===== config.mk =====
export PLATFORM = sky130hd
export DESIGN_NAME = dns_message_record_scanner_core
export DESIGN_NICKNAME = d
export VERILOG_FILES = /design/src/rtl/core/dmrs_pkg.sv /design/src/rtl/core/dmrs_parser.sv /design/src/rtl/core/dmrs_out_queue.sv /design/src/rtl/core/dns_message_record_scanner_core.sv
export SDC_FILE = /design/constraint.sdc
export NUM_CORES = 2
export LEC_CHECK = 0
export BUFFER_PORTS_ARGS = -buffer_cell sky130_fd_sc_hd__buf_4
export CORE_AREA = 2 2 466 352
export CTS_CLUSTER_DIAMETER = 50
export DETAILED_ROUTE_END_ITERATION = 7
export DIE_AREA = 0 0 468 354
export PLACE_DENSITY = 0.51
export SETUP_SLACK_MARGIN = 0.5
export SYNTH_ARGS = -nofsm -noshare
export SYNTH_HDL_FRONTEND = slang
export SYNTH_SLANG_ARGS = --single-unit

===== constraint.sdc =====
create_clock -name i_clk -period 10.4 [get_ports i_clk]
set_input_delay 0.52 -clock i_clk [delete_from_list [all_inputs] [get_ports i_clk]]
set_output_delay 0.52 -clock i_clk [all_outputs]
set_load 0.05 [all_outputs]

===== src/rtl/core/dmrs_pkg.sv =====
package dmrs_pkg;

    // message limits and record layout
    localparam int MAX_MSG_BYTES = 65535;
    localparam int HEADER_LEN    = 12;
    localparam int QFIXED        = 4;
    localparam int RRFIXED       = 10;

    // top two bits of a name byte: both clear means a plain label
    localparam logic [1:0] LABEL_TAG = 2'b00;

    // result queue, depth must be a power of two
    localparam int QUEUE_DEPTH = 8;
    localparam int Q_PTR_W     = $clog2(QUEUE_DEPTH);
    localparam int Q_CNT_W     = $clog2(QUEUE_DEPTH + 1);

    // result kinds
    localparam logic KIND_RECORD = 1'b0;
    localparam logic KIND_STATUS = 1'b1;

    // section codes
    localparam logic [1:0] SEC_QUESTION   = 2'd0;
    localparam logic [1:0] SEC_ANSWER     = 2'd1;
    localparam logic [1:0] SEC_AUTHORITY  = 2'd2;
    localparam logic [1:0] SEC_ADDITIONAL = 2'd3;

    typedef enum logic [2:0] {
        STAT_OK       = 3'd0,
        STAT_EMPTY    = 3'd1,
        STAT_MISMATCH = 3'd2,
        STAT_SHORT    = 3'd3,
        STAT_LONG     = 3'd4
    } t_status;

    typedef enum logic [3:0] {
        PH_HEADER = 4'd0,
        PH_NAME   = 4'd1,
        PH_LABEL  = 4'd2,
        PH_PTR2   = 4'd3,
        PH_FIXED  = 4'd4,
        PH_RDATA  = 4'd5,
        PH_DONE   = 4'd6,
        PH_TRAIL  = 4'd7,
        PH_EMPTY  = 4'd8
    } t_phase;

    typedef struct packed {
        logic [7:0] msg_byte;
        logic       is_last_byte;
    } t_in_item;

    typedef struct packed {
        logic        result_kind;
        logic [15:0] record_offset;
        logic [1:0]  section;
        logic [15:0] record_type;
        logic [15:0] record_class;
        logic [31:0] time_to_live;
        logic [15:0] rdata_length;
        logic [15:0] message_id;
        logic [15:0] header_flags;
        logic [2:0]  parse_status;
        logic        run_last;
    } t_result;

    // up to two results written into the queue in one cycle
    typedef struct packed {
        logic [1:0] cnt;
        t_result    item0;
        t_result    item1;
    } t_push;

    // parser state; lim holds the running sums of the section counts
    typedef struct packed {
        logic [15:0]      pos;
        logic [3:0][17:0] lim;
        logic [7:0]       hi;
        logic [17:0]      idx;
        logic [1:0]       sec;
        t_phase           phase;
        logic [15:0]      skip;
        logic [63:0]      shift;
        logic [15:0]      rdlen;
        logic [15:0]      start;
        logic [31:0]      idfl;
        logic             ovf;
    } t_pstate;

    localparam t_pstate PSTATE_RESET = '{
        pos:   16'd0,
        lim:   '0,
        hi:    8'd0,
        idx:   18'd0,
        sec:   SEC_QUESTION,
        phase: PH_HEADER,
        skip:  16'd0,
        shift: 64'd0,
        rdlen: 16'd0,
        start: 16'd0,
        idfl:  32'd0,
        ovf:   1'b0
    };

endpackage


===== src/rtl/core/dmrs_parser.sv =====
module dmrs_parser (
    input  logic              i_clk,
    input  logic              i_rst_n,
    input  logic              i_accept,
    input  dmrs_pkg::t_in_item i_item,
    output logic              o_pending,
    output dmrs_pkg::t_push   o_push
);
    import dmrs_pkg::*;

    // section of a record index against the running count sums
    function automatic logic [1:0] sec_of(input logic [17:0] idx,
                                          input logic [17:0] l0,
                                          input logic [17:0] l1,
                                          input logic [17:0] l2);
        logic [1:0] s;
        if (idx < l0) begin
            s = SEC_QUESTION;
        end else if (idx < l1) begin
            s = SEC_ANSWER;
        end else if (idx < l2) begin
            s = SEC_AUTHORITY;
        end else begin
            s = SEC_ADDITIONAL;
        end
        return s;
    endfunction

    logic       r_vld;
    logic [7:0] r_byte;
    logic       r_last;
    t_pstate    r_st;
    t_pstate    n_st;
    t_pstate    w_st;
    logic       w_emit;
    logic       w_next_rec;
    logic [15:0] w_cnt_word;

    // input register
    always_ff @(posedge i_clk) begin
        if (!i_rst_n) begin
            r_vld <= 1'b0;
        end else begin
            r_vld <= i_accept;
        end
    end

    always_ff @(posedge i_clk) begin
        if (i_accept) begin
            r_byte <= i_item.msg_byte;
            r_last <= i_item.is_last_byte;
        end
    end

    assign o_pending  = r_vld;
    assign w_cnt_word = {r_st.hi, r_byte};

    // effect of one byte on the parse state
    always_comb begin
        w_st       = r_st;
        w_emit     = 1'b0;
        w_next_rec = 1'b0;
        if (r_st.pos >= 16'(MAX_MSG_BYTES)) begin
            w_st.ovf = 1'b1;
        end else begin
            case (r_st.phase)
                PH_HEADER: begin
                    if (r_st.pos < 16'd4) begin
                        w_st.idfl = r_st.idfl | (32'(r_byte) << {~r_st.pos[1:0], 3'b000});
                    end else begin
                        case (r_st.pos[3:0])
                            4'd5:  w_st.lim[0] = {2'b00, w_cnt_word};
                            4'd7:  w_st.lim[1] = r_st.lim[0] + {2'b00, w_cnt_word};
                            4'd9:  w_st.lim[2] = r_st.lim[1] + {2'b00, w_cnt_word};
                            4'd11: w_st.lim[3] = r_st.lim[2] + {2'b00, w_cnt_word};
                            default: w_st.hi = r_byte;
                        endcase
                    end
                    if (r_st.pos == 16'(HEADER_LEN - 1)) begin
                        if (w_st.lim[3] == 18'd0) begin
                            w_st.phase = PH_EMPTY;
                        end else begin
                            w_st.phase = PH_NAME;
                            w_st.start = 16'(HEADER_LEN);
                            w_st.sec   = sec_of(18'd0, r_st.lim[0], r_st.lim[1],
                                                r_st.lim[2]);
                        end
                    end
                end
                PH_NAME: begin
                    if (r_byte == 8'd0) begin
                        w_st.phase = PH_FIXED;
                        w_st.shift = 64'd0;
                        w_st.rdlen = 16'd0;
                        w_st.skip  = (r_st.sec == SEC_QUESTION) ? 16'(QFIXED)
                                                                : 16'(RRFIXED);
                    end else if (r_byte[7:6] != LABEL_TAG) begin
                        w_st.phase = PH_PTR2;
                    end else begin
                        w_st.skip  = {8'd0, r_byte};
                        w_st.phase = PH_LABEL;
                    end
                end
                PH_LABEL: begin
                    w_st.skip = r_st.skip - 16'd1;
                    if (w_st.skip == 16'd0) begin
                        w_st.phase = PH_NAME;
                    end
                end
                PH_PTR2: begin
                    w_st.phase = PH_FIXED;
                    w_st.shift = 64'd0;
                    w_st.rdlen = 16'd0;
                    w_st.skip  = (r_st.sec == SEC_QUESTION) ? 16'(QFIXED)
                                                            : 16'(RRFIXED);
                end
                PH_FIXED: begin
                    if (r_st.sec != SEC_QUESTION && r_st.skip <= 16'd2) begin
                        w_st.rdlen = {r_st.rdlen[7:0], r_byte};
                    end else begin
                        w_st.shift = {r_st.shift[55:0], r_byte};
                    end
                    w_st.skip = r_st.skip - 16'd1;
                    if (w_st.skip == 16'd0) begin
                        w_emit = 1'b1;
                        if (r_st.sec == SEC_QUESTION) begin
                            w_next_rec = 1'b1;
                        end else begin
                            w_st.skip = w_st.rdlen;
                            if (w_st.rdlen == 16'd0) begin
                                w_next_rec = 1'b1;
                            end else begin
                                w_st.phase = PH_RDATA;
                            end
                        end
                    end
                end
                PH_RDATA: begin
                    w_st.skip = r_st.skip - 16'd1;
                    if (w_st.skip == 16'd0) begin
                        w_next_rec = 1'b1;
                    end
                end
                PH_DONE: begin
                    w_st.phase = PH_TRAIL;
                end
                default: begin
                end
            endcase

            // move on to the next record or finish the walk
            if (w_next_rec) begin
                w_st.idx = r_st.idx + 18'd1;
                if (w_st.idx >= r_st.lim[3]) begin
                    w_st.phase = PH_DONE;
                end else begin
                    w_st.phase = PH_NAME;
                    w_st.start = r_st.pos + 16'd1;
                    w_st.sec   = sec_of(w_st.idx, r_st.lim[0], r_st.lim[1], r_st.lim[2]);
                end
            end
            w_st.pos = r_st.pos + 16'd1;
        end
    end

    // next state: the last byte returns the parser to its reset state
    always_comb begin
        if (!r_vld) begin
            n_st = r_st;
        end else if (r_last) begin
            n_st = PSTATE_RESET;
        end else begin
            n_st = w_st;
        end
    end

    always_ff @(posedge i_clk) begin
        if (!i_rst_n) begin
            r_st <= PSTATE_RESET;
        end else begin
            r_st <= n_st;
        end
    end

    // results of this byte
    always_comb begin
        t_result desc;
        t_result stat;
        t_status st;

        desc               = '0;
        desc.result_kind   = KIND_RECORD;
        desc.record_offset = r_st.start;
        desc.section       = r_st.sec;
        if (r_st.sec == SEC_QUESTION) begin
            desc.record_type  = w_st.shift[31:16];
            desc.record_class = w_st.shift[15:0];
        end else begin
            desc.record_type  = w_st.shift[63:48];
            desc.record_class = w_st.shift[47:32];
            desc.time_to_live = w_st.shift[31:0];
            desc.rdata_length = w_st.rdlen;
        end
        desc.message_id   = w_st.idfl[31:16];
        desc.header_flags = w_st.idfl[15:0];
        desc.parse_status = STAT_OK;
        desc.run_last     = !r_last;

        if (w_st.ovf) begin
            st = STAT_LONG;
        end else begin
            case (w_st.phase)
                PH_HEADER: st = STAT_SHORT;
                PH_EMPTY:  st = STAT_EMPTY;
                PH_DONE:   st = STAT_OK;
                PH_TRAIL:  st = STAT_MISMATCH;
                default:   st = STAT_SHORT;
            endcase
        end
        stat              = '0;
        stat.result_kind  = KIND_STATUS;
        stat.message_id   = w_st.idfl[31:16];
        stat.header_flags = w_st.idfl[15:0];
        stat.parse_status = st;
        stat.run_last     = 1'b1;

        o_push       = '0;
        o_push.item0 = desc;
        o_push.item1 = stat;
        if (r_vld) begin
            if (w_emit) begin
                o_push.cnt = r_last ? 2'd2 : 2'd1;
            end else if (r_last) begin
                o_push.cnt   = 2'd1;
                o_push.item0 = stat;
            end
        end
    end

endmodule


===== src/rtl/core/dmrs_out_queue.sv =====
module dmrs_out_queue (
    input  logic                          i_clk,
    input  logic                          i_rst_n,
    input  dmrs_pkg::t_push               i_push,
    input  logic                          i_pop,
    output logic                          o_valid,
    output dmrs_pkg::t_result             o_item,
    output logic [dmrs_pkg::Q_CNT_W-1:0]  o_count
);
    import dmrs_pkg::*;

    t_result              r_mem [QUEUE_DEPTH];
    logic [Q_PTR_W-1:0]   r_head;
    logic [Q_PTR_W-1:0]   r_tail;
    logic [Q_CNT_W-1:0]   r_count;
    logic [Q_PTR_W-1:0]   n_head;
    logic [Q_PTR_W-1:0]   n_tail;
    logic [Q_CNT_W-1:0]   n_count;
    logic [Q_PTR_W-1:0]   w_tail1;
    logic                 w_pop;

    assign o_valid = (r_count != '0);
    assign o_item  = r_mem[r_head];
    assign o_count = r_count;
    assign w_pop   = o_valid && i_pop;
    assign w_tail1 = r_tail + Q_PTR_W'(1);

    // pointer and fill count update
    always_comb begin
        n_tail  = r_tail + Q_PTR_W'(i_push.cnt);
        n_head  = w_pop ? r_head + Q_PTR_W'(1) : r_head;
        n_count = r_count + Q_CNT_W'(i_push.cnt) - Q_CNT_W'(w_pop);
    end

    always_ff @(posedge i_clk) begin
        if (!i_rst_n) begin
            r_head  <= '0;
            r_tail  <= '0;
            r_count <= '0;
        end else begin
            r_head  <= n_head;
            r_tail  <= n_tail;
            r_count <= n_count;
        end
    end

    // result storage
    always_ff @(posedge i_clk) begin
        if (i_push.cnt != 2'd0) begin
            r_mem[r_tail] <= i_push.item0;
        end
        if (i_push.cnt == 2'd2) begin
            r_mem[w_tail1] <= i_push.item1;
        end
    end

endmodule


===== src/rtl/core/dns_message_record_scanner_core.sv =====
// DNS message record scanner. Takes one message byte per item, in wire order,
// with the final byte marked, and can take a new byte in every cycle. Each
// byte goes through an input register and one parse step; the results it
// causes (a record descriptor when a question's or resource record's fixed
// fields complete, and an end-of-message status on the marked last byte) are
// written into an eight-entry result queue in the cycle after the byte is
// taken, and leave it one per cycle unless stalled. Input ready drops only
// when the queue could not hold the results of the byte in flight and of one
// more byte, which happens only while the output side is stalled. The header
// id and flags are given high byte first; ttl is the full 32 bits. After the
// last byte the scanner is back in its reset state for the next message.
module dns_message_record_scanner_core (
    input  logic                i_clk,
    input  logic                i_rst_n,
    input  logic                i_in_valid,
    output logic                o_in_ready,
    input  dmrs_pkg::t_in_item  i_in_item,
    output logic                o_out_valid,
    input  logic                i_out_ready,
    output dmrs_pkg::t_result   o_out_item
);
    import dmrs_pkg::*;

    logic                 w_accept;
    logic                 w_pending;
    t_push                w_push;
    logic [Q_CNT_W-1:0]   w_q_count;
    logic [Q_CNT_W:0]     w_q_need;

    // room for the byte in flight and one more, two results each
    assign w_q_need   = {1'b0, w_q_count}
                        + (w_pending ? (Q_CNT_W + 1)'(4) : (Q_CNT_W + 1)'(2));
    assign o_in_ready = (w_q_need <= (Q_CNT_W + 1)'(QUEUE_DEPTH));
    assign w_accept   = i_in_valid && o_in_ready;

    dmrs_parser u_parser (
        .i_clk     (i_clk),
        .i_rst_n   (i_rst_n),
        .i_accept  (w_accept),
        .i_item    (i_in_item),
        .o_pending (w_pending),
        .o_push    (w_push)
    );

    dmrs_out_queue u_queue (
        .i_clk   (i_clk),
        .i_rst_n (i_rst_n),
        .i_push  (w_push),
        .i_pop   (i_out_ready),
        .o_valid (o_out_valid),
        .o_item  (o_out_item),
        .o_count (w_q_count)
    );

    // queue never fills past its depth
    a_no_overflow: assert property (@(posedge i_clk) disable iff (!i_rst_n)
        w_q_count <= Q_CNT_W'(QUEUE_DEPTH))
        else $error("result queue overflow");

    // results are written only for a byte taken on the previous edge
    a_push_after_accept: assert property (@(posedge i_clk) disable iff (!i_rst_n)
        (w_push.cnt != 2'd0) |-> $past(i_in_valid && o_in_ready))
        else $error("results without an accepted item");

    // a pair of results is a descriptor followed by the closing status
    a_pair_order: assert property (@(posedge i_clk) disable iff (!i_rst_n)
        (w_push.cnt == 2'd2) |-> (w_push.item1.result_kind == KIND_STATUS
                                  && w_push.item1.run_last
                                  && !w_push.item0.run_last
                                  && w_push.item0.result_kind == KIND_RECORD))
        else $error("bad result pair");

    // no result offered right after reset
    a_reset_empty: assert property (@(posedge i_clk)
        $past(!i_rst_n) |-> !o_out_valid)
        else $error("result offered after reset");

endmodule

==> summary.md <==
| Metric | Value |
|---|---|
| Most area-hungry cell type in the Yosys netlist | `sky130_fd_sc_hd__dfxtp_1` |
| Drt drc | `0` |
| Shortest clock period the worst path allows after layout | `6.27 ns` |
| Overall routing resource usage | `0.226` |
| Number of antenna violations at the first check in global routing | `4` |
| Weighted congestion reported at the end of routability-driven placement | `0.884` |
| Sequential standard cell area | `30300 sq um` |
| Slew at the pin closest to its max-slew limit | `1.27 ns` |
| H-tree levels | `4` |
| Clock tree buffer depth | `3` |
| Hold violation count in the final report | `0` |
| Crit path launch type | `flop` |
| Post-synthesis net count | `5840` |
| Clock skew after layout | `0.0332 ns` |
| Endpoint type of the worst setup path | `flop` |
| Largest net degree at the start of global routing | `about 130` |
| Post-DR vias/cell | `5.68` |
| Unrepaired setup endpoints after global routing | `no` |
| Layout overhead on the synthesized area | `13.9%` |
| Wire length of the first global-routing pass | `286000 microns` |
| Seq cells post-synth | `1366` |
| Overall die area | `roughly 170000 sq um` |
| Starting DRC count in detailed routing | `about 4300` |
| Length of the first detailed-routing pass in iterations | `6` |
| Post-CTS Repair Setup Buffers | `0` |
| Filler Cell Count | `15444` |
| Flip-flop cell with the highest count after synthesis | `sky130_fd_sc_hd__dfxtp_1` |
| Number of synthesized flops with an enable pin | `289` |
| Number of global-route vias before repair | `43403` |
| Proportion of synthesized chip area in sequential cells | `0.510` |
| Number of standard-cell rows in the floorplan | `128` |
| Multi-input gate area | `27200 sq um` |
| Final max-slew violation count | `0` |
| Fraction of registers with async set or reset after synthesis | `0` |
| Clock buffer count from CTS | `152` |
| Worst endpoint required time | `between 10 and 15 ns` |
| Post-layout nets | `5811` |
| Number of synthesis warnings | `0` |
| Initial cell density of the core | `0.367` |
| Cell count after synthesis | `5687` |
| Largest fanout on the critical path | `37` |
| Total routed wirelength | `191000 microns` |
| Crit share post-route | `0.603` |
| Per-instance average area after synthesis | `10.4 sq um` |
| Count of unique library cells instantiated by Yosys | `between 80 and 90` |
| Clock insertion delay at the later pin of the skew report | `0.80 ns` |
| Overall die height | `354 microns` |
| Most common library cell in the layout ignoring fill and taps | `sky130_fd_sc_hd__dfxtp_1` |
| Classification of the worst-slack hold path | `in2reg` |
| Arrival time at the worst endpoint | `6.68 ns` |
| Die W | `468 microns` |
| Setup violations, final | `0` |
| Highest ir drop seen on vdd | `144 uV` |
| Highest-count cells in the layout ignoring fill and taps | `1073 x sky130_fd_sc_hd__dfxtp_1, 710 x sky130_fd_sc_hd__nand2_1, 614 x sky130_fd_sc_hd__nor2_1` |
| Static leakage | `23.6 nW` |
| Critical path type | `reg2reg` |
| Ports placed on the boundary | `150` |
| Relative slew slack | `0.150` |
| Number of cells upsized or downsized after cts | `0` |
| Top cells by area, synth | `sky130_fd_sc_hd__dfxtp_1 36%, sky130_fd_sc_hd__edfxtp_1 15%, sky130_fd_sc_hd__mux4_2 10%, sky130_fd_sc_hd__nand2_1 4.5%, sky130_fd_sc_hd__a22o_1 4.4%` |
| Clock input transition at the sequential cells of the worst setup and hold paths | `~0.06 ns` |
| Final antenna-violating net count | `0` |
| Core area | `161000 sq um` |
| Final HPWL from detailed placement | `113000 microns` |
| CTS root buf | `sky130_fd_sc_hd__clkbuf_16` |
| Overflow left after global routing | `0` |
| WL/cell | `around 24 microns` |
| Share of cells above drive strength 1 | `0.166` |
| End-of-flow core utilization | `0.418` |
| Hold buffer count at cts | `10` |
| Fmax | `0.160 GHz` |
| Maximum Capacitance Violations | `0` |
| TritonCTS clock tree | `yes` |
| Synthesized area | `59300 sq um` |
| Number of sinks handled by clock tree synthesis | `1366` |
| Final sum of negative setup slack | `0 ns` |
| Power density normalized to cell area | `192 nW/um^2` |
| Vias after detailed routing | `around 45000` |
| Status | `completed` |
| Count of input and output buffers | `149` |
| Area fraction of the dominant cell type after synthesis | `0.364` |
## cell families (layout without fill, tap and decap cells)
kind of cell | after synthesis | in the layout | share of synthesized area
flip-flops | 1366 | 1366 | 0.510
XOR/XNOR | 83 | 83 | 0.0123
multiplexers | 432 | 432 | 0.133
AO/OA/AOI/OAI | 1438 | 1438 | 0.161
AND/OR/NAND/NOR | 1682 | 1682 | 0.119
adder cells (fa/ha/maj) | 140 | 140 | 0.0303
buffers and inverters | 546 | 641 | 0.0349
other | 0 | 1 | 0
## critical path: stages (launching register included)
cell                      delay [ns]
sky130_fd_sc_hd__dfxtp_1        0.39
sky130_fd_sc_hd__nor4_2         0.89
sky130_fd_sc_hd__nand4_1        0.24
sky130_fd_sc_hd__xor2_1         0.31
sky130_fd_sc_hd__nand3_1        0.17
sky130_fd_sc_hd__nor2_1         0.17
sky130_fd_sc_hd__nand3_1        0.18
sky130_fd_sc_hd__ha_1           0.38
sky130_fd_sc_hd__o21ai_0        0.37
sky130_fd_sc_hd__nor2b_1        0.55
sky130_fd_sc_hd__and3_1         0.93
sky130_fd_sc_hd__nor2_4         0.41
sky130_fd_sc_hd__inv_2          0.87
## power by group
group          switching (mW)  internal (mW)
Clock                    2.33           3.11
Sequential             0.0576           5.46
Combinational            1.29          0.691
Total                    3.68           9.26
## synth_stat cells (26+ instances only)
| cell type | n |
|---|---|
| sky130_fd_sc_hd__a21oi_1 | 177 |
| sky130_fd_sc_hd__clkbuf_1 | 373 |
| sky130_fd_sc_hd__xnor2_1 | 47 |
| sky130_fd_sc_hd__o21ai_0 | 504 |
| sky130_fd_sc_hd__a22oi_1 | 136 |
| sky130_fd_sc_hd__buf_1 | 49 |
| sky130_fd_sc_hd__nand3_1 | 74 |
| sky130_fd_sc_hd__mux4_2 | 270 |
| sky130_fd_sc_hd__edfxtp_1 | 289 |
| sky130_fd_sc_hd__a21o_1 | 32 |
| sky130_fd_sc_hd__o22ai_1 | 43 |
| sky130_fd_sc_hd__a221o_1 | 34 |
| sky130_fd_sc_hd__dfxtp_1 | 1077 |
| sky130_fd_sc_hd__nor4_1 | 45 |
| sky130_fd_sc_hd__a22o_1 | 296 |
| sky130_fd_sc_hd__nor3_1 | 78 |
| sky130_fd_sc_hd__o21ai_1 | 38 |
| sky130_fd_sc_hd__nor2_1 | 635 |
| sky130_fd_sc_hd__ha_1 | 134 |
| sky130_fd_sc_hd__mux2i_1 | 26 |
| sky130_fd_sc_hd__nand2_1 | 715 |
| sky130_fd_sc_hd__mux2_2 | 136 |
| sky130_fd_sc_hd__o211ai_1 | 43 |
| sky130_fd_sc_hd__xor2_1 | 36 |
| sky130_fd_sc_hd__inv_1 | 112 |
## worst paths after layout
check	startpoint	to	slack (ns)	depth (start not counted)
worst min register to register	u_queue.r_mem[6][88]	u_queue.r_mem[6][88]	0.45	2
worst min-delay path	i_rst_n	u_parser.r_st[230]	0.14	3
worst max-delay path	u_parser.r_st[131]	u_queue.r_mem[6][29]	4.13	12
worst max register to register	u_parser.r_st[131]	u_queue.r_mem[6][29]	4.13	12
## layer usage
layer / vias up / part of all wire / routed length (microns) / global-route usage
met5: - / 0 / 0 / 0
met4: 0 / 0.024 / 4500 / 0.0611
met3: 239 / 0.063 / 12000 / 0.0348
met2: 1462 / 0.43 / 82200 / 0.333
met1: 22570 / 0.48 / 91900 / 0.342
li1: 20750 / - / - / -
## flip-flops by register name, indices dropped and copies added (netlist names), named ones only
signal,flops
u_queue.o_count,4
u_queue.r_tail,3
u_queue.r_mem,1080
u_parser.o_pending,1
u_queue.r_head,3
u_parser.r_st,263
u_parser.r_last,1
u_parser.r_byte,8
## through the flow
step	hold WS (ns)	total power, mW	instances	instance area, sq um	setup slack (ns)
final	0.143	12.9	7928	67500	4.13
after global routing	0.131	13.4	7927	67500	3.63
after CTS	0.0918	13.1	7927	67500	4.17
after detailed placement	0.438	7.65	7639	62400	4.20
after global placement	0.428	7.64	7639	62400	4.40
after floorplan	0.420	7.02	5687	59300	5.85
## area by class of cell
type,instances,area share
well taps,2145,0.0397
multi-input cells,3775,0.403
repair buffers,250,0.0287
inverters,113,0.00636
diodes,1,0.0000371
flip-flops and latches,1366,0.448
clock buffers,215,0.0639
clock inverters,63,0.0103
No activity file was read; power rests on OpenSTA's default activity.
